## config.mk

```make
export PLATFORM = sky130hd
export DESIGN_NAME = rfc_back
export DESIGN_NICKNAME = d
export VERILOG_FILES = /design/src/rfc_pkg.sv /design/src/rfc_back.sv
export SDC_FILE = /design/constraint.sdc
export NUM_CORES = 1
export LEC_CHECK = 0
export BUFFER_PORTS_ARGS = -buffer_cell sky130_fd_sc_hd__buf_2
export CORE_MARGIN = 2
export CORE_UTILIZATION = 40
export CTS_BUF_LIST = sky130_fd_sc_hd__clkbuf_2
export CTS_CLUSTER_DIAMETER = 50
export DETAILED_ROUTE_END_ITERATION = 10
export PLACE_DENSITY = 0.68
export SYNTH_ARGS = -nofsm -noshare
export SYNTH_HDL_FRONTEND = slang
export SYNTH_SLANG_ARGS = --single-unit
```

## constraint.sdc

```tcl
create_clock -name clk -period 6.45 [get_ports clk]
set_input_delay 0.9675 -clock clk [delete_from_list [all_inputs] [get_ports clk]]
set_output_delay 0.9675 -clock clk [all_outputs]
set_load 0.02 [all_outputs]
```

## src/rfc_pkg.sv

```systemverilog
// ----------------------------------------------------------------------------
// RS485 frame checker package
// Shared types, codes and arithmetic helpers for the frame checker.
// ----------------------------------------------------------------------------
package rfc_pkg;

	localparam int FrameLenDefault = 10;
	localparam int OrderPosDefault = 2;
	localparam int PosMaxW         = 6;
	localparam int QueueDepth      = 2;

	localparam int SumW      = 16;
	localparam int DivW      = 18;
	localparam int RedSteps  = DivW / 2;
	localparam int CfgIdxW   = 2;
	localparam int CfgDataW  = 16;
	localparam int ParamCnt  = 5;

	localparam logic [7:0]      StartCode  = 8'hAA;
	localparam logic [SumW-1:0] Recip255   = 16'h8081;
	localparam logic [7:0]      Const255   = 8'hFF;
	localparam logic [7:0]      LimitHandle = 8'h10;
	localparam logic [7:0]      LimitMaster = 8'h20;
	localparam logic [7:0]      LimitSensor = 8'h30;

	localparam logic [CfgIdxW-1:0] CfgModulus   = 2'd0;
	localparam logic [CfgIdxW-1:0] CfgLocal     = 2'd1;
	localparam logic [CfgIdxW-1:0] CfgBroadcast = 2'd2;

	localparam logic [SumW-1:0] ModulusReset   = 16'd65025;
	localparam logic [7:0]      LocalReset     = 8'd16;
	localparam logic [7:0]      BroadcastReset = 8'd0;

	localparam logic [1:0] StatusOk       = 2'd0;
	localparam logic [1:0] StatusBadStart = 2'd1;
	localparam logic [1:0] StatusBadSum   = 2'd2;
	localparam logic [1:0] StatusNotHere  = 2'd3;

	localparam logic [1:0] ClassHandle = 2'd0;
	localparam logic [1:0] ClassMaster = 2'd1;
	localparam logic [1:0] ClassSensor = 2'd2;
	localparam logic [1:0] ClassOther  = 2'd3;

	typedef struct packed {
		logic [7:0] rx_byte;
		logic       frame_begin;
	} rfc_input_t;

	typedef struct packed {
		logic [1:0] status;
		logic [7:0] source_address;
		logic [1:0] source_class;
		logic [7:0] command;
		logic [7:0] param_zero;
		logic [7:0] param_one;
		logic [7:0] param_two;
		logic [7:0] param_three;
	} rfc_result_t;

	typedef struct packed {
		logic [7:0]         data;
		logic [PosMaxW-1:0] pos;
		logic               add_sum;
		logic               last;
	} rfc_item_t;

	typedef struct packed {
		logic full;
		logic empty;
	} rfc_qstat_t;

	typedef struct packed {
		logic [SumW-1:0] modulus;
		logic [7:0]      own_address;
		logic [7:0]      broadcast_address;
	} rfc_cfg_t;

	// One restoring division step that keeps only the remainder.
	function automatic logic [SumW-1:0] rem_step(logic [SumW-1:0] rem, logic din,
		logic [SumW-1:0] m);
		logic [SumW:0] r;
		r = {rem, din};
		if (r >= {1'b0, m}) begin
			r = r - {1'b0, m};
		end
		return r[SumW-1:0];
	endfunction

	// A checksum byte must never look like the start code.
	function automatic logic [7:0] avoid_start(logic [7:0] v);
		logic [7:0] r;
		r = v;
		if (v == StartCode) begin
			r = v - 8'd1;
		end
		return r;
	endfunction

endpackage

```

## src/rfc_back.sv

```systemverilog
// ----------------------------------------------------------------------------
// RS485 frame checker back end
// Stores frame bytes, keeps the weighted checksum and checks finished frames.
// ----------------------------------------------------------------------------
module rfc_back #(
	parameter int FRAME_LEN = rfc_pkg::FrameLenDefault,
	parameter int ORDER_POS = rfc_pkg::OrderPosDefault
) (
	input  logic                clk,
	input  logic                arst_n,
	input  rfc_pkg::rfc_item_t   q_item,
	input  rfc_pkg::rfc_qstat_t  q_stat,
	output logic                q_pop,
	input  rfc_pkg::rfc_cfg_t    cfg,
	output logic                empty,
	input  logic                pop,
	output rfc_pkg::rfc_result_t result
);
	import rfc_pkg::*;

	localparam int PosW  = $clog2(FRAME_LEN);
	localparam int ProdW = 8 + PosW;
	localparam int CntW  = $clog2(RedSteps);
	localparam logic [PosW-1:0] IdxLast = PosW'(FRAME_LEN - 1);
	localparam logic [PosW-1:0] IdxDst  = PosW'(FRAME_LEN - 2);
	localparam logic [PosW-1:0] IdxSrc  = PosW'(FRAME_LEN - 3);
	localparam logic [PosW-1:0] IdxHi   = PosW'(1);
	localparam logic [PosW-1:0] IdxLo   = PosW'(0);

	localparam logic [2:0] StIdle   = 3'd0;
	localparam logic [2:0] StReduce = 3'd1;
	localparam logic [2:0] StSplit  = 3'd2;
	localparam logic [2:0] StDivide = 3'd3;
	localparam logic [2:0] StReport = 3'd4;

	logic [7:0]          store [FRAME_LEN];
	logic [2:0]          state_q;
	logic [SumW-1:0]     sum_q;
	logic [DivW-1:0]     div_q;
	logic [SumW-1:0]     rem_q;
	logic [CntW-1:0]     cnt_q;
	logic [2*SumW-1:0]   prod_q;
	logic [7:0]          hi_q;
	logic [7:0]          lo_q;
	logic                out_valid_q;
	rfc_result_t         out_q;

	logic [ProdW-1:0]    mul;
	logic [DivW-1:0]     sum_next;
	logic [SumW-1:0]     rem_a;
	logic [SumW-1:0]     rem_b;
	logic [8:0]          q_est;
	logic [8:0]          q_fix;
	logic [SumW:0]       q_mul;
	logic [SumW:0]       r_est;
	logic [SumW:0]       r_fix;
	logic [7:0]          par [ParamCnt];
	logic [7:0]          src;
	logic [7:0]          dst;
	rfc_result_t         res;
	logic                take;
	logic                emit;
	logic                pop_ok;

	assign q_pop  = (state_q == StIdle) && !q_stat.empty;
	assign take   = q_pop;
	assign pop_ok = pop && out_valid_q;
	assign emit   = (state_q == StReport) && (!out_valid_q || pop);
	assign empty  = !out_valid_q;
	assign result = out_q;
	assign src    = store[IdxSrc];
	assign dst    = store[IdxDst];

	for (genvar k = 0; k < ParamCnt; k++) begin : g_par
		if (ORDER_POS + k < FRAME_LEN) begin : g_in
			assign par[k] = store[PosW'(ORDER_POS + k)];
		end else begin : g_out
			assign par[k] = 8'h00;
		end
	end

	always_comb begin
		mul      = ProdW'(q_item.data) * ProdW'(q_item.pos[PosW-1:0]);
		sum_next = DivW'(sum_q) + DivW'(mul);
		rem_a    = rem_step(rem_q, div_q[DivW-1], cfg.modulus);
		rem_b    = rem_step(rem_a, div_q[DivW-2], cfg.modulus);

		q_est = prod_q[31:23];
		q_mul = {q_est, 8'h00} - (SumW+1)'(q_est);
		r_est = {1'b0, sum_q} - q_mul;
		q_fix = q_est;
		r_fix = r_est;
		if (r_est >= (SumW+1)'(Const255)) begin
			q_fix = q_est + 9'd1;
			r_fix = r_est - (SumW+1)'(Const255);
		end
	end

	always_comb begin
		res                = '0;
		res.source_address = src;
		if (store[IdxLast] != StartCode) begin
			res.status = StatusBadStart;
		end else if (store[IdxHi] != hi_q || store[IdxLo] != lo_q) begin
			res.status = StatusBadSum;
		end else if (dst != cfg.own_address && dst != cfg.broadcast_address) begin
			res.status = StatusNotHere;
		end else begin
			res.status = StatusOk;
		end
		if (src < LimitHandle) begin
			res.source_class = ClassHandle;
		end else if (src < LimitMaster) begin
			res.source_class = ClassMaster;
		end else if (src < LimitSensor) begin
			res.source_class = ClassSensor;
		end else begin
			res.source_class = ClassOther;
		end
		if (res.status == StatusOk) begin
			res.command     = par[0];
			res.param_zero  = par[1];
			res.param_one   = par[2];
			res.param_two   = par[3];
			res.param_three = par[4];
		end
	end

	always_ff @(posedge clk) begin
		if (take) begin
			store[q_item.pos[PosW-1:0]] <= q_item.data;
			div_q <= sum_next;
			rem_q <= '0;
		end else if (state_q == StReduce) begin
			div_q <= {div_q[DivW-3:0], 2'b00};
			rem_q <= rem_b;
		end
		if (state_q == StSplit) begin
			prod_q <= sum_q * Recip255;
		end
		if (state_q == StDivide) begin
			hi_q <= avoid_start(q_fix[7:0]);
			lo_q <= avoid_start(r_fix[7:0]);
		end
		if (emit) begin
			out_q <= res;
		end
	end

	always_ff @(posedge clk or negedge arst_n) begin
		if (!arst_n) begin
			state_q     <= StIdle;
			sum_q       <= '0;
			cnt_q       <= '0;
			out_valid_q <= 1'b0;
		end else begin
			case (state_q)
				StIdle: begin
					if (take) begin
						cnt_q <= '0;
						if (q_item.pos == '0) begin
							sum_q <= '0;
						end
						if (q_item.add_sum) begin
							if (cfg.modulus == '0) begin
								sum_q <= sum_next[SumW-1:0];
							end else begin
								state_q <= StReduce;
							end
						end else if (q_item.last) begin
							state_q <= StSplit;
						end
					end
				end
				StReduce: begin
					cnt_q <= cnt_q + CntW'(1);
					if (cnt_q == CntW'(RedSteps - 1)) begin
						sum_q   <= rem_b;
						state_q <= StIdle;
					end
				end
				StSplit: begin
					state_q <= StDivide;
				end
				StDivide: begin
					state_q <= StReport;
				end
				StReport: begin
					if (emit) begin
						sum_q   <= '0;
						state_q <= StIdle;
					end
				end
				default: begin
					state_q <= StIdle;
				end
			endcase
			if (emit) begin
				out_valid_q <= 1'b1;
			end else if (pop_ok) begin
				out_valid_q <= 1'b0;
			end
		end
	end

endmodule

```

======== Yosys cells after proc, flatten, opt, wreduce, memory -nomap -nowiden ========
Memory sizes are Yosys's and may differ from the RTL's. A register that Yosys moved wholly into a read port is not among the register bits.
Cells that the tools add are included.
word-level totals
  memory bits (writable) .................. 80
  output and inout bits ................... 54
  input port bits ......................... 53
  word-level logic and storage cells ...... 107
  memories kept ........................... 1
  register bits after elaboration ......... 118
memory list
  memory  depth  width  read ports  clocked after Yosys merged registers in  wr ports  line            text
  store   10     8      10          5                                        1         rfc_back.sv:36  logic [7:0] store [FRAME_LEN];
operators by class
  equality and inequality tests ........... 17
  $lt $le $gt $ge ......................... 6
  add/sub/neg operators ................... 10
  $mul .................................... 2
  multiplexer cells ....................... 33
  reduce and logical (&&, ||, !) cells .... 25
operators by type and width
  kind                                                                number
  two-way mux 16 bit                                                  8
  one-hot mux 16 bit (3 select lines)                                 1
  two-way mux 18 bit                                                  2
  greater-or-equal comparator 17 x 16 -> 1 bit                        2
  multiplier 16 x 16 -> 32 bit, second input constant                 1
  two-way mux 8 bit                                                   4
  inequality test 8 bit                                               4
  subtractor 16 bit                                                   2
  two-way mux 3 bit                                                   6
  adder 16 x 12 -> 17 bit                                             1
  greater-or-equal comparator 17 x 8 -> 1 bit, second input constant  1
  subtractor 16 x 17 -> 17 bit                                        1
  subtractor 17 x 9 -> 17 bit                                         1
  == test 8 bit, second input constant                                2
  logical NOT 16 bit                                                  1
  less-than comparator 8 x 6 -> 1 bit, second input constant          2
  subtractor 8 x 1 -> 8 bit, second input constant                    2
  one-hot mux 3 bit (5 select lines)                                  1
  multiplier 8 x 4 -> 12 bit                                          1
  adder 8 x 1 -> 8 bit, second input constant                         1
  less-than comparator 8 x 5 -> 1 bit, second input constant          1
  inequality test 8 bit, second input constant                        1
  one-hot mux 4 bit (2 select lines)                                  1
  subtractor 8 bit, second input constant                             1
  other kinds (23)                                                    45

======== Longest topological paths before layout ========
Gate-level depths: netlist of run 1.
An unclocked memory read counts as a cell.
  depth in word-level cells ............... 8
  depth in mapped cells ................... 23
  gate-level depth less buffers ........... 22

======== Least setup slack after synthesis of run 1 ========
No wires, ideal clock.
  path type ............................... input -> register
  start ................................... input cfg[25] in the netlist's numbering
  end ..................................... register sum_q[14]
  path slack .............................. 0.903 ns
  arrival time ............................ 5.421 ns
  required time ........................... 6.324 ns
  cell stages on the path ................. 21
  buffers on the path ..................... 2
  cell sequence ........................... inv_1 ha_1 buf_2 and3_1 and4_1 nand2_1 and3_1 o21a_1 nor2_1 clkbuf_1 nor2_1 a21oi_1 ha_1 a21o_1 a21o_1 a221o_1 a21o_1 a31o_2 a21oi_2 mux2_1 a221o_1
between the ends
  longest elaborated chain between the ends .. 6
  elaborated cells between the ends (all ways) .. 12
  those cells by class .................... add/sub: 2; order compare: 2; mux: 7; reduce/logical: 1
ends and longest elaborated chain
  what                                                                               line                          text
  from (decl)                                                                        rfc_back.sv:14                input rfc_pkg::rfc_cfg_t cfg,
  subtractor 16 bit or greater-or-equal comparator 17 x 16 -> 1 bit (tied branches)  rfc_pkg.sv:84, rfc_pkg.sv:83
  two-way mux 16 bit                                                                 rfc_pkg.sv:83                 if (r >= {1'b0, m}) begin
  subtractor 16 bit or greater-or-equal comparator 17 x 16 -> 1 bit (tied branches)  rfc_pkg.sv:84, rfc_pkg.sv:83
  two-way mux 16 bit                                                                 rfc_pkg.sv:83
  two-way mux 16 bit                                                                 rfc_back.sv:177               if (cnt_q == CntW'(RedSteps - 1)) begin
  one-hot mux 16 bit (3 select lines) *                                              rfc_back.sv:157               case (state_q)
  to (signal assigned)                                                               rfc_back.sv:166               sum_q <= sum_next[SumW-1:0];
  to (signal assigned)                                                               rfc_back.sv:178               sum_q <= rem_b;
  to (decl)                                                                          rfc_back.sv:38                logic [SumW-1:0] sum_q;
Mark *: on every way between the ends. The rest lies on a longest branch, timed or not. The select of a mux whose other input is x is not followed.
A chain may end at the register's enable or synchronous reset.

======== Worst setup path after layout of run 1 ========
  start ................................... register rem_q[7]
  end ..................................... register sum_q[14]
between the ends
  longest elaborated chain between the ends .. 6
  elaborated cells between the ends (all ways) .. 8
  those cells by class .................... add/sub: 2; order compare: 2; mux: 4
ends and longest elaborated chain
  what                                                                               line                          text
  from (decl)                                                                        rfc_back.sv:40                logic [SumW-1:0] rem_q;
  from (signal assigned)                                                             rfc_back.sv:136               rem_q <= rem_b;
  subtractor 16 bit or greater-or-equal comparator 17 x 16 -> 1 bit (tied branches)  rfc_pkg.sv:84, rfc_pkg.sv:83
  two-way mux 16 bit *                                                               rfc_pkg.sv:83
  subtractor 16 bit or greater-or-equal comparator 17 x 16 -> 1 bit (tied branches)  rfc_pkg.sv:84, rfc_pkg.sv:83
  two-way mux 16 bit *                                                               rfc_pkg.sv:83
  two-way mux 16 bit *                                                               rfc_back.sv:177
  one-hot mux 16 bit (3 select lines) *                                              rfc_back.sv:157
Marked as above.

==> metrics.txt, run 1 <==
overall die width=192 µm; clock tree from TritonCTS=done; fraction of registers with async set/reset=0.112; # hold bufs at CTS=0; RSZ-0062 raised after global routing=false; relative area change from synthesis to final layout=10.7%; Remaining Overflow, GRT=0; highest achievable clock rate=about 190 MHz; TritonCTS Buffers=53; Register Area=6180 µm²; Top-Level Pins=107; pin count of the biggest net entering global routing=53; top_reg_cell synth=edfxtp_1; required time worst endpoint=approximately 7.1 ns; portion of the clock cycle consumed by the worst path in the final layout=0.820; Crit Path Max Fanout=10; slew of the pin with the lowest slew margin=roughly 1.3 ns; outcome=complete, no violations; placed cell areas=15100 µm²; maximum clock skew at final layout=around 0.054 ns; library cell used as clock root buffer=clkbuf_2; normalized max-slew margin=0.132; Fin. Hold Viols=0; layout cells sized above 1=0.156; via count of the first global-routing pass=10.0k; Starting Density=0.407; Setup-failing EPs final=0; clock latency on the worst-skew pair=just over 0.8 ns; antenna violations before repair=2; leading cell type by number of instances after synthesis=edfxtp_1; clock transition at the registers of the reported paths=0.12 ns; number of antenna cells inserted=0; Global Route Usage Sum=0.172; DRC violation count after routing=0; WL per Instance=16.2 µm; final non-filler cell total=approximately 1.9k; number of fill cells in the layout=around 3.3k; Post-synth top cells=edfxtp_1, ha_1, inv_1, nand2_1, nor2_1; Synth area leaders=edfxtp_1, ha_1, dfrtp_1, xnor2_1, fa_1; post-layout power=between 0.007 and 0.008 W; worst supply voltage drop on vdd=~290 µV; HPWL reported at the end of detailed placement=24100 µm; final core utilization=0.451; DRT antenna net count=0; areal power density over the cells=485 nW/µm²; area enclosed by the die boundary=about 37000 µm²; cell taking the most area after synthesis=edfxtp_1; syn_nets=1545; routed via count divided by cell count=5.25; endpoint type of the worst setup path=register; number of sinks driven by the clock tree=roughly 220; number of maximum-capacitance violations=0; final wirelength=31500 µm; final-stage net count=1682; leak pwr=6.89 nW; number of resized instances in the post-cts repair step=0; max-slew violation total from the final report=0; final-layout setup total negative slack=0 ns; first-pass GRT wire length=approximately 50000 µm; I/O Buffers=105; mean instance size in the synthesized netlist=10.7 µm²; count of state elements after synthesis=between 200 and 250; yosys synthesis warning count=0; first-pass detailed-route iteration total=5; fin area=15600 µm²; buffers inserted during post-CTS setup optimization=0; top cell type's share of synthesized area=0.373; multi-input combinational cell area=7370 µm²; number of instances in the placed design=between 1.5k and 2k; height of the die=192 µm; startpoint-to-endpoint class of the critical path=reg -> reg; sequential share of the synthesized area=0.438; unique cell type count in the Yosys netlist=81; vias=10.2k; initial detailed-routing violation count=just over 500; core region area=~35000 µm²; synthesized instance count=1314; final weighted congestion of routability-driven global placement=roughly 0.9; Arr. time, crit path=around 6.0 ns; level count of the clock H-tree=2; worst min path class=in -> async; EDFF count, synth=175; buffer levels on the longest clock path=3; netlist area before placement=14100 µm²; Critical Path Source Type=register; final critical-path required period=5.29 ns; floorplan row count=approximately 70
==> layout by cell type (no fill, tap or decap), drive strengths merged, types with 5 or more instances in the layout <==
master,count
nand3,19
o21a,13
a32oi,5
a31o,6
dfxtp,16
inv,110
nor2,77
or3,9
o31ai,6
a211oi,8
nor2b,10
xnor2,62
and3,12
a31oi,9
o221ai,6
o21bai,7
xor2,35
clkinv,16
ha,154
nand2b,16
nand2,106
or2,12
a22o,5
nor3,25
dfrtp,24
o21ai,57
clkbuf,71
and2,64
nor4,12
fa,24
nand4,16
buf,118
mux2i,13
a2111oi,7
edfxtp,175
mux2,10
a21o,37
a21oi,54
==> routing by layer <==
metal	share of wire	track usage	up-vias	wire length [µm]
li1	-	-	5056	-
met1	0.45	0.224	4810	14300
met2	0.47	0.289	258	14700
met3	0.051	0.0307	50	1620
met4	0.025	0.0580	4	785
met5	0.00067	0	-	21
==> cell type report <==
class	instances	share of cell area
clock inverter	18	0.00673
timing repair buffer	118	0.0399
tap	455	0.0365
clock buffer	71	0.0228
sequential	215	0.396
inverter	109	0.0262
multi-input combinational	954	0.472
==> worst max-delay path, stage by stage, from the launching register on <==
cell	delay, ns
dfxtp_1	0.37
ha_1	0.40
and3_1	0.24
and4_1	0.23
nand2_1	0.05
and3_1	0.16
o21a_1	0.12
nor2_1	0.54
mux2_2	0.43
ha_1	0.33
nor2b_1	0.15
o21a_1	0.17
o21ai_0	0.34
a211oi_1	0.20
o31ai_1	0.38
o21bai_1	0.10
a21oi_1	0.18
xnor2_1	0.08
mux2_1	0.33
a221o_1	0.33
==> logic make-up after synthesis <==
group | synth area share
muxes | 0.0172
and+or+nand+nor | 0.143
adders and majority gates | 0.171
DFF | 0.438
xor gates and xnor gates | 0.0608
AOI/OAI and AO/OA | 0.130
buffers and inverters | 0.0405
==> state kept, by name, indices dropped and copies added (netlist names) <==
signal and cells:
out_valid_q 1, lo_q 8, div_q 18, store 80, state_q 3, result 52, rem_q 16, sum_q 16
prod_q 9, cnt_q 4, hi_q 8
==> report_power, final <==
group          leakage, nW  total (W)  switching (W)  internal (W)
Clock                0.346   0.000862       0.000520      0.000342
Sequential            2.04    0.00207       0.000249       0.00182
Combinational         4.50    0.00464        0.00266       0.00198
Total                 6.89    0.00757        0.00343       0.00414
==> stage by stage <==
| step | worst slack [ns] | hold slack [ns] |
|---|---|---|
| CTS | 1.19 | 0.0592 |
| global route | 0.676 | 0.0965 |
| global placement | 0.458 | 0.405 |
| floorplan | 0.903 | 0.400 |
| finish | 1.16 | 0.134 |
| detailed placement | 0.420 | 0.405 |
==> final timing paths <==
path	from	to	slack, ns	depth (start not counted)
worst max-delay path	rem_q[7]$_SDFFE_PP0P_	sum_q[14]$_DFFE_PN0P_	1.16	19
worst min-delay path	arst_n	sum_q[7]$_DFFE_PN0P_	0.13	1
min in group clk	store[7][0]$_DFFE_PP_	result[42]$_DFFE_PP_	0.43	0
max in group asynchronous	arst_n	sum_q[13]$_DFFE_PN0P_	5.88	1
worst min register to register	store[7][0]$_DFFE_PP_	result[42]$_DFFE_PP_	0.43	0
worst max register to register	rem_q[7]$_SDFFE_PP0P_	sum_q[14]$_DFFE_PN0P_	1.16	19
(Power assumes the default switching activity.)
==> run 2: changes to the inputs <==
PLACE_DENSITY = 0.7   (was 0.68)
clock period = 4.7 ns   (was 6.45 ns; I/O delays follow)
==> metrics.txt, run 2 (synthesis gave the netlist of run 1 again) <==
outcome=complete, no violations; Register Area=a little over 6000 µm²; Starting Density=0.407; core region area=34600 µm²; number of sinks driven by the clock tree=215; relative area change from synthesis to final layout=21.0%; via count of the first global-routing pass=10.7k; Global Route Usage Sum=0.183; cell with the largest stage delay on the worst path=edfxtp_1; startpoint-to-endpoint class of the critical path=reg -> reg; pin count of the biggest net entering global routing=53; RSZ-0062 raised after global routing=true; HP Start=q_item[10]; Crit Path Max Fanout=4; clock transition at the registers of the reported paths=0.12 ns; setup slack on the worst flop-to-flop path=between 0.1 and 0.15 ns; largest incremental delay on the critical path=0.41 ns; max-slew violation total from the final report=0; height of the die=192 µm; Top-Level Pins=107; number of maximum-capacitance violations=0; buffer levels on the longest clock path=3; Setup-failing EPs final=0; TritonCTS Buffers=51; first-pass GRT wire length=53700 µm; library cell used as clock root buffer=clkbuf_2; Largest register FFs=80; most frequent cells in the layout=edfxtp_1, buf_4, ha_1; final core utilization=0.493; DRC violation count after routing=0; floorplan row count=68; worst min path class=in -> reg; most common cell after layout, fill and taps aside=edfxtp_1; final-stage net count=1837; CP Cell Sequence=inv_2 > ha_4 > inv_2 > fa_2 > a21o_1 > a21oi_2 > nor2_1 > o22a_1 > a41o_1 > nor3_2 > nor2_1 > a22o_1 > ha_4 > and4_1 > a221o_1 > a21o_1 > a31o_4 > a21oi_4 > mux2_4 > a221o_1; maximum clock skew at final layout=slightly above 0.05 ns; routed via count divided by cell count=5.20; portion of the clock cycle consumed by the worst path in the final layout=0.976; antenna violations before repair=1; leak pwr=7.69 nW; WL per Instance=16.1 µm; Fin. Hold Viols=0; areal power density over the cells=721 nW/µm²; initial detailed-routing violation count=624; worst reg2reg path endpoint=sum_q[14]$_DFFE_PN0P_; overall die width=roughly 190 µm; clock tree from TritonCTS=done; slew of the pin with the lowest slew margin=about 1.1 ns; DRT antenna net count=0; highest achievable clock rate=218 MHz; worst supply voltage drop on vdd=417 µV; vias=10.9k; worst-case reg-to-reg path depth=20; final critical-path required period=about 4.6 ns; number of cells traversed by the worst hold path=1; level count of the clock H-tree=2; final wirelength=33800 µm; area enclosed by the die boundary=36800 µm²; clock latency on the worst-skew pair=0.78 ns; hold endpoint=store[7][2]$_DFFE_PP_; beginning of the worst register-to-register path=div_q[17]$_SDFFCE_PP0P_; normalized max-slew margin=0.235; post-layout power=0.0123 W; I/O Buffers=105; Arr. time, crit path=5.24 ns; multi-input combinational cell area=between 7000 and 8000 µm²; layout cells sized above 1=0.263; final weighted congestion of routability-driven global placement=0.970; required time worst endpoint=5.35 ns; final-layout setup total negative slack=0 ns; HPWL reported at the end of detailed placement=26400 µm; Critical Path Source Type=register; Remaining Overflow, GRT=0; endpoint type of the worst setup path=register; first-pass detailed-route iteration total=4; number of fill cells in the layout=3120
-- run 2: cell type report --
cell class | instances | share of cell area
multi-input combinational | 954 | 0.445
sequential | 215 | 0.362
timing repair buffer | 275 | 0.108
tap | 455 | 0.0334
inverter | 109 | 0.0240
clock buffer | 75 | 0.0220
clock inverter | 16 | 0.00586
antenna | 1 | 0.000147
-- run 2: per-stage QoR --
stage          std cells  setup WS [ns]  hold WS [ns]  area [µm²]
6_report            2100          0.113         0.210       17100
5_1_grt             2100        -0.0808         0.154       17100
4_1_cts             2094         0.0196         0.113       16800
3_5_place_dp        1996         -0.441         0.405       16300
3_3_place_gp        1996         -0.365         0.404       16300
2_1_floorplan       1314       0.000484         0.400       14200
-- run 2: repair_timing --
action	4_1_cts	5_1_grt
endpoints found under the setup margin	8	32
buffers inserted	6	4
pin swaps	2	13
hold buffers	1	0
gates resized for setup	3	41
hold endpoints to repair	24	0
cloned	0	1
-- run 2: per-layer routing --
layer	up-vias	routed length (µm)	part of all wire	GRT usage
li1	5382	-	-	-
met1	5164	14900	0.44	0.238
met2	322	16300	0.48	0.317
met3	51	1800	0.053	0.0261
met4	0	794	0.023	0.0533
met5	-	0	0	0
-- run 2: worst max path at each step --
stage | start | to | slack, ns
2_1_floorplan | cfg[25] | sum_q[14]$_DFFE_PN0P_ | 0.0005
3_3_place_gp | cfg[26] | sum_q[14]$_DFFE_PN0P_ | -0.36
3_5_place_dp | cfg[26] | sum_q[14]$_DFFE_PN0P_ | -0.44
4_1_cts | rem_q[7]$_SDFFE_PP0P_ | sum_q[14]$_DFFE_PN0P_ | 0.02
5_1_grt | rem_q[8]$_SDFFE_PP0P_ | sum_q[14]$_DFFE_PN0P_ | -0.08
6_report | div_q[17]$_SDFFCE_PP0P_ | sum_q[14]$_DFFE_PN0P_ | 0.11
-- run 2: power by group --
| part | total (W) | switching [W] | leakage (nW) | internal, W |
|---|---|---|---|---|
| registers | 0.00277 | 0.000272 | 2.04 | 0.00250 |
| clock network | 0.00121 | 0.000722 | 0.360 | 0.000486 |
| logic | 0.00832 | 0.00432 | 5.29 | 0.00400 |
-- run 2: worst max-delay path, delay by kind of cell (launching register included) --
kind / cells / cell delay (ns)
AO/OA/AOI/OAI: 10 / 2.38
adder cells (fa/ha/maj): 3 / 0.72
AND/OR/NAND/NOR: 4 / 0.43
flip-flops: 1 / 0.41
multiplexers: 1 / 0.35
buffers and inverters: 2 / 0.17
